$ cat src/prt_pkg.sv
`default_nettype none

package prt_pkg;

    // Table geometry
    localparam int TABLE_DEPTH = 16;
    localparam int IDX_W       = $clog2(TABLE_DEPTH);
    localparam int CNT_W       = $clog2(TABLE_DEPTH + 1);

    // Register file geometry
    localparam int PADDR_W     = 3;
    localparam int PDATA_W     = 32;
    localparam int TIMEOUT_W   = 16;
    localparam logic [TIMEOUT_W-1:0] TIMEOUT_RESET = 16'd120;

    // Register indexes (paddr[2] selects the register)
    localparam logic REG_TIMEOUT = 1'b0;

    // Item actions; code 3 is unused and does nothing
    typedef enum logic [1:0] {
        ACT_ADD   = 2'd0,
        ACT_FETCH = 2'd1,
        ACT_TICK  = 2'd2
    } action_t;

    // Result status codes
    typedef enum logic [1:0] {
        ST_DONE = 2'd0,
        ST_MISS = 2'd1,
        ST_FULL = 2'd2
    } status_t;

    // Sequencer states
    typedef enum logic [2:0] {
        S_IDLE,
        S_START,
        S_READ,
        S_EVAL,
        S_APPEND,
        S_FINISH
    } state_t;

    // Input word
    typedef struct packed {
        logic [1:0]  action;
        logic [31:0] request_id;
        logic [5:0]  proc_tag;
        logic [31:0] handler_tag;
    } in_word_t;

    // Result word
    typedef struct packed {
        logic             found;
        logic [31:0]      handler_out;
        logic [1:0]       status;
        logic [CNT_W-1:0] occupancy;
    } out_word_t;

    // One table entry as held in the memory
    typedef struct packed {
        logic [31:0] id;
        logic [5:0]  tag;
        logic [31:0] handle;
        logic [31:0] stamp;
    } entry_t;

endpackage

`default_nettype wire

$ cat src/pending_request_table_with_timeout.sv
`default_nettype none

// Channel  | Direction | Handshake             | Word
// ---------+-----------+-----------------------+---------------------------
// in       | input     | in_valid / in_stall   | in_data  (in_word_t)
// out      | output    | out_valid / out_stall | out_data (out_word_t)
// apb      | input     | psel/penable/pready   | timeout_seconds at 0x0
//
// One item at a time, taken only in S_IDLE. A tick, an unused action or a fetch on an empty
// table goes S_START, S_FINISH; an untagged add or an add to an empty table goes S_START,
// S_APPEND, S_FINISH. A tagged add or a fetch walks the entry memory, S_READ then S_EVAL
// (evaluate and write back) for each entry; a fetch sweeps, matches and compacts in one pass.
// Reset clears the count and the seconds counter and loads the timeout with 120; the entry
// memory is not cleared. A finished word waits in the output register while out_stall is high.
module pending_request_table_with_timeout (
    input  wire logic                            clk,
    input  wire logic                            rst_n,
    input  wire logic                            in_valid,
    output logic                                 in_stall,
    input  wire prt_pkg::in_word_t               in_data,
    output logic                                 out_valid,
    input  wire logic                            out_stall,
    output prt_pkg::out_word_t                   out_data,
    input  wire logic                            psel,
    input  wire logic                            penable,
    input  wire logic                            pwrite,
    input  wire logic [prt_pkg::PADDR_W-1:0]     paddr,
    input  wire logic [prt_pkg::PDATA_W-1:0]     pwdata,
    output logic [prt_pkg::PDATA_W-1:0]          prdata,
    output logic                                 pready
);
    import prt_pkg::*;

    // Control and datapath registers
    state_t                state_reg, state_next;
    in_word_t              item_reg, item_next;
    logic [CNT_W-1:0]      count_reg, count_next;
    logic [31:0]           now_reg, now_next;
    logic [TIMEOUT_W-1:0]  timeout_reg;
    logic [IDX_W-1:0]      idx_reg, idx_next;
    logic [CNT_W-1:0]      wr_reg, wr_next;
    logic                  found_reg, found_next;
    logic [31:0]           hout_reg, hout_next;
    logic                  full_reg, full_next;
    logic                  out_valid_reg, out_valid_next;
    out_word_t             out_reg, out_next;

    // Entry memory
    entry_t                mem [TABLE_DEPTH];
    entry_t                rdata_reg;
    logic                  mem_we;
    logic [IDX_W-1:0]      mem_waddr;
    entry_t                mem_wdata;
    logic [IDX_W-1:0]      mem_raddr;

    // Decode helpers
    logic                  out_free;
    logic                  last_entry;
    logic                  tag_hit;
    logic                  id_hit;
    logic                  expired;
    logic [31:0]           age;
    logic                  cfg_write;

    assign out_free   = !out_valid_reg || !out_stall;
    assign last_entry = ({1'b0, idx_reg} + CNT_W'(1)) == count_reg;
    assign tag_hit    = rdata_reg.tag == item_reg.proc_tag;
    assign id_hit     = rdata_reg.id == item_reg.request_id;
    assign age        = now_reg - rdata_reg.stamp;
    assign expired    = age > {16'd0, timeout_reg};

    assign in_stall  = state_reg != S_IDLE;
    assign out_valid = out_valid_reg;
    assign out_data  = out_reg;

    // Configuration port
    assign pready    = 1'b1;
    assign cfg_write = psel && penable && pwrite && pready;
    assign prdata    = (paddr[2] == REG_TIMEOUT) ? {16'd0, timeout_reg} : '0;

    always_ff @(posedge clk or negedge rst_n)
    begin
        if (!rst_n)
        begin
            timeout_reg <= TIMEOUT_RESET;
        end
        else if (cfg_write && paddr[2] == REG_TIMEOUT)
        begin
            timeout_reg <= pwdata[TIMEOUT_W-1:0];
        end
    end

    // Memory: one write and one registered read per cycle
    always_ff @(posedge clk)
    begin
        if (mem_we)
        begin
            mem[mem_waddr] <= mem_wdata;
        end
        rdata_reg <= mem[mem_raddr];
    end

    // Next state
    always_comb
    begin
        state_next = state_reg;
        unique case (state_reg)
            S_IDLE:
            begin
                if (in_valid)
                begin
                    state_next = S_START;
                end
            end
            S_START:
            begin
                if (item_reg.action == ACT_ADD)
                begin
                    if (item_reg.proc_tag == '0 || count_reg == '0)
                    begin
                        state_next = S_APPEND;
                    end
                    else
                    begin
                        state_next = S_READ;
                    end
                end
                else if (item_reg.action == ACT_FETCH)
                begin
                    state_next = (count_reg == '0) ? S_FINISH : S_READ;
                end
                else
                begin
                    state_next = S_FINISH;
                end
            end
            S_READ:
            begin
                state_next = S_EVAL;
            end
            S_EVAL:
            begin
                if (item_reg.action == ACT_ADD)
                begin
                    if (tag_hit)
                    begin
                        state_next = S_FINISH;
                    end
                    else if (last_entry)
                    begin
                        state_next = S_APPEND;
                    end
                    else
                    begin
                        state_next = S_READ;
                    end
                end
                else
                begin
                    state_next = last_entry ? S_FINISH : S_READ;
                end
            end
            S_APPEND:
            begin
                state_next = S_FINISH;
            end
            S_FINISH:
            begin
                if (out_free)
                begin
                    state_next = S_IDLE;
                end
            end
            default:
            begin
                state_next = S_IDLE;
            end
        endcase
    end

    // Datapath and memory controls
    always_comb
    begin
        item_next      = item_reg;
        count_next     = count_reg;
        now_next       = now_reg;
        idx_next       = idx_reg;
        wr_next        = wr_reg;
        found_next     = found_reg;
        hout_next      = hout_reg;
        full_next      = full_reg;
        out_valid_next = out_valid_reg && out_stall;
        out_next       = out_reg;
        mem_we         = 1'b0;
        mem_waddr      = idx_reg;
        mem_raddr      = idx_reg;
        mem_wdata      = '{id:     item_reg.request_id,
                           tag:    item_reg.proc_tag,
                           handle: item_reg.handler_tag,
                           stamp:  now_reg};

        unique case (state_reg)
            S_IDLE:
            begin
                if (in_valid)
                begin
                    item_next = in_data;
                end
            end
            S_START:
            begin
                // clear per-item scratch; advance the clock on a tick
                idx_next   = '0;
                wr_next    = '0;
                found_next = 1'b0;
                hout_next  = '0;
                full_next  = 1'b0;
                if (item_reg.action == ACT_TICK)
                begin
                    now_next = now_reg + 32'd1;
                end
            end
            S_READ:
            begin
                mem_raddr = idx_reg;
            end
            S_EVAL:
            begin
                if (item_reg.action == ACT_ADD)
                begin
                    // overwrite the first entry with the same tag in place
                    if (tag_hit)
                    begin
                        mem_we    = 1'b1;
                        mem_waddr = idx_reg;
                    end
                    idx_next = idx_reg + IDX_W'(1);
                end
                else
                begin
                    // drop stale entries, take the first id match, compact the rest
                    mem_wdata = rdata_reg;
                    if (!expired)
                    begin
                        if (!found_reg && id_hit)
                        begin
                            found_next = 1'b1;
                            hout_next  = rdata_reg.handle;
                        end
                        else
                        begin
                            mem_we    = 1'b1;
                            mem_waddr = wr_reg[IDX_W-1:0];
                            wr_next   = wr_reg + CNT_W'(1);
                        end
                    end
                    idx_next = idx_reg + IDX_W'(1);
                    if (last_entry)
                    begin
                        count_next = wr_next;
                    end
                end
            end
            S_APPEND:
            begin
                if (count_reg == CNT_W'(TABLE_DEPTH))
                begin
                    full_next = 1'b1;
                end
                else
                begin
                    mem_we     = 1'b1;
                    mem_waddr  = count_reg[IDX_W-1:0];
                    count_next = count_reg + CNT_W'(1);
                end
            end
            S_FINISH:
            begin
                // load the result word once the output register is free
                if (out_free)
                begin
                    out_valid_next       = 1'b1;
                    out_next.found       = found_reg;
                    out_next.handler_out = hout_reg;
                    out_next.occupancy   = count_reg;
                    if (item_reg.action == ACT_FETCH && !found_reg)
                    begin
                        out_next.status = ST_MISS;
                    end
                    else if (full_reg)
                    begin
                        out_next.status = ST_FULL;
                    end
                    else
                    begin
                        out_next.status = ST_DONE;
                    end
                end
            end
            default:
            begin
            end
        endcase
    end

    // Control registers
    always_ff @(posedge clk or negedge rst_n)
    begin
        if (!rst_n)
        begin
            state_reg     <= S_IDLE;
            count_reg     <= '0;
            now_reg       <= '0;
            out_valid_reg <= 1'b0;
        end
        else
        begin
            state_reg     <= state_next;
            count_reg     <= count_next;
            now_reg       <= now_next;
            out_valid_reg <= out_valid_next;
        end
    end

    // Payload and scratch registers
    always_ff @(posedge clk)
    begin
        item_reg  <= item_next;
        idx_reg   <= idx_next;
        wr_reg    <= wr_next;
        found_reg <= found_next;
        hout_reg  <= hout_next;
        full_reg  <= full_next;
        out_reg   <= out_next;
    end

endmodule

`default_nettype wire
$ cat config.mk
export PLATFORM = sky130hd
export DESIGN_NAME = pending_request_table_with_timeout
export DESIGN_NICKNAME = d
export VERILOG_FILES = /design/src/prt_pkg.sv /design/src/pending_request_table_with_timeout.sv
export SDC_FILE = /design/constraint.sdc
export NUM_CORES = 2
export LEC_CHECK = 0
export BUFFER_PORTS_ARGS = -buffer_cell sky130_fd_sc_hd__buf_2
export CAP_MARGIN = 20
export CORE_ASPECT_RATIO = 1.25
export CORE_UTILIZATION = 25
export DETAILED_ROUTE_END_ITERATION = 7
export GPL_TIMING_DRIVEN = 0
export HOLD_SLACK_MARGIN = 0.15
export PLACE_DENSITY_LB_ADDON = 0.08
export SETUP_SLACK_MARGIN = 0.15
export SYNTH_ARGS = -nofsm -noshare
export SYNTH_HDL_FRONTEND = slang
export SYNTH_SLANG_ARGS = --single-unit
$ cat constraint.sdc
create_clock -name clk -period 16.8 [get_ports clk]
set_input_delay 3.36 -clock clk [delete_from_list [all_inputs] [get_ports clk]]
set_output_delay 3.36 -clock clk [all_outputs]
set_load 0.05 [all_outputs]
==> reports/qor.txt <==
Final Slew Violations: 0
EDFF count, synth: 1787
initial antenna violation count: 15
Sw Share: 33.81%
Seq pwr share: 40.3%
Overall Global Routing Usage: 16.12%
root buf cell: clkbuf_16
CP Data Required Time: 17370 ps
Residual DRC: 0
R2R depth: 25
commonest non-fill, non-tap cell in the layout: edfxtp_1
RR Endpoint: mem[13][50]
crit path DAT: 9380 ps
worst setup path class: flop to flop
count of final setup violators: 0
clock skew: 92.15 ps
die span in y: 621.5 µm
Sink Count: 1946
setup TNS: 0 ps
Syn. warnings: 0
vias in the first global route: 44410
startpoint types: flop
Routed Wire Length: 253.5 mm
Port Buffers: 152
Mapped Area: 76750 µm²
Clock power frac: 30.2%
largest net degree at the start of global routing: 42
Reg2Reg Launch Point: now_reg[0]
CP Capture Type: flop
Post-synth top flop: edfxtp_1
Slew @ Worst Pin: 1185 ps
H-tree depth: 4
Max stage delay on crit path: 1040 ps
Gate Count Post-Synth: 4470
post-CTS setup buffers: 0
met1 usage: 20.59%
drt via density: 4.536
hold path depth: 0
WHS Endpoint: out_data[23]
CTS Buf Count: 219
Final HPWL DP: 178.7 mm
Netlist cell types: 88
via count: 42630
die area: 309200 µm²
CP max-delay cell: nor4b_2
GRT busiest layer: met2
outcome: complete, no violations
Slew HR: 21.02%
number of core rows: 227
P_int: 10.33 mW
Setup WS pre-CTS: 7934 ps
RSZ-0062 raised after global routing: no
count of final hold-check violations: 0
WL per Instance: 26.98 µm
Hold Crit Start: hout_reg[16]
ANT nets after route: 0
Switching Power: 5.276 mW
Crit path top cell by count: buf_4
Tmin final: 8810 ps
final worst slack: 7990 ps
gr ovfl total: 0
max reg flops: 1632
post-cts resize count: 0
Logic pwr share: 29.6%
Final #Nets: 5374
Core Region: 305600 µm²
CTS tree: built
flop2flop setup slack: 7990 ps
Power per Cell Area: 166.3 nW/µm²
maximum clock insertion buffer count: 4
final period utilization: 52.44%
leak pwr: 32.02 nW
crit-path max FO: 10
Area Overhead vs Synth: 22.25%
Worst Hold Class: flop to flop
Die Span X: 497.6 µm
met2 Use GR: 28.15%
hold_buf cts: 0
first-pass GRT wire length: 351.9 mm
Initial Util: 25.11%
Mean Syn Cell Area: 17.17 µm²
Max VDD drop: 0.08203 mV
layout cells sized above 1: 22.39%
Synth Register Bits: 1946
Reg clk slew, reported paths: 60 ps
clk_lat worst skew: 920 ps
total I/O pin count: 189
asr flop ratio synth: 2.929%
Starting DRT DRC Count: 3031
GP Congestion: 0.7521
TritonRoute pass-1 iters: 8
max-cap check violation count: 0
GR Layer Usage met3: 2.389%
Seq/Total Area, Yosys: 74.44%
most frequent cells in the layout: edfxtp_1 (1787), nand2_1 (421), mux2i_1 (310)
max frequency: 0.1135 GHz
## worst max path at each step
stage | from | depth (start not counted) | to | slack (ps)
global placement | now_reg[0] | 20 | mem[9][52] | -19280
finish | now_reg[0] | 25 | mem[13][50] | 7990
detailed placement | now_reg[0] | 25 | mem[13][50] | 7930
global route | now_reg[0] | 26 | mem[13][50] | 7490
CTS | now_reg[0] | 25 | mem[13][50] | 7920
floorplan | now_reg[0] | 20 | mem[13][0] | 1100
## metal layers
metal	routed length (µm)	up-vias
li1	-	19130
met1	109500	22330
met2	127500	851
met3	9916	324
met4	6603	0
met5	0	-
## power groups by stage
stage	Clock, mW	Combinational (mW)	Sequential, mW
CTS	4.87	4.76	6.29
finish	4.71	4.61	6.28
floorplan	0	2.59	6.32
detailed placement	0	4.74	6.39
global route	5.03	5.03	6.31
global placement	0	4.45	6.44
## final cells by class
cell class	instances	area, µm²
Sequential cell	1946	57130
Tap cell	4007	5014
Inverter	66	247.7
Multi-Input combinational cell	2230	18570
Antenna cell	5	12.51
Clock buffer	307	6053
Clock inverter	93	855.8
Timing Repair Buffer	501	4942
Fill cell	30060	211800
Buffer	243	999.7
## synth_stat cells, types with 36 or more instances
library cell  number  share of area, %
a22oi_1          103               1.0
dfxtp_1          102               2.7
edfxtp_1        1787                70
xnor2_1           74              0.84
clkbuf_1         188              0.92
buf_1             36              0.18
nor2_1            88              0.43
ha_1              52              0.85
and3_1            45              0.37
a21oi_1          155               1.0
dfrtp_1           53               1.7
nand2_1          422               2.1
o21ai_0          263               1.7
mux2_2           120               1.8
inv_1             64              0.31
a221oi_1         104               1.2
mux4_2           204               6.0
mux2i_1          310               4.0
## kinds of logic (layout without fill, tap and decap cells)
kind of cell             count (synthesis)  count (layout)  synth area share [%]
multiplexers                           635             635                 11.80
AO/OA/AOI/OAI                          732             732                 6.066
adder cells (fa/ha/maj)                 53              53                0.8738
flip-flops                            1946            1946                 74.44
XOR/XNOR                                97              97                 1.107
other                                    2              22              0.009785
buffers and inverters                  309            1210                 1.606
AND/OR/NAND/NOR                        696             696                 4.093
## through the flow
| stage | cell area [µm²] | utilization, % | hold slack, ps | instances | total power [mW] |
|---|---|---|---|---|---|
| after floorplan | 76810 | - | 400.3 | 4485 | 8.912 |
| after global placement | 82580 | 27.02 | 405.8 | 8644 | 10.89 |
| after detailed placement | 86830 | 28.41 | 404.5 | 8986 | 11.13 |
| after CTS | 93740 | 30.67 | 421.0 | 9386 | 15.92 |
| after global routing | 93820 | 30.70 | 423.2 | 9394 | 16.37 |
| final | 93830 | 30.70 | 418.4 | 9398 | 15.61 |
## worst max-delay path, delay by kind of cell, from the launching register on
| kind | cells | cell delay, ps |
|---|---|---|
| AO/OA/AOI/OAI | 8 | 2500 |
| XOR/XNOR | 1 | 190 |
| adder cells (fa/ha/maj) | 3 | 1010 |
| buffers and inverters | 7 | 1510 |
| flip-flops | 1 | 360 |
| AND/OR/NAND/NOR | 6 | 2940 |
No activity file was read; power rests on OpenSTA's default activity.
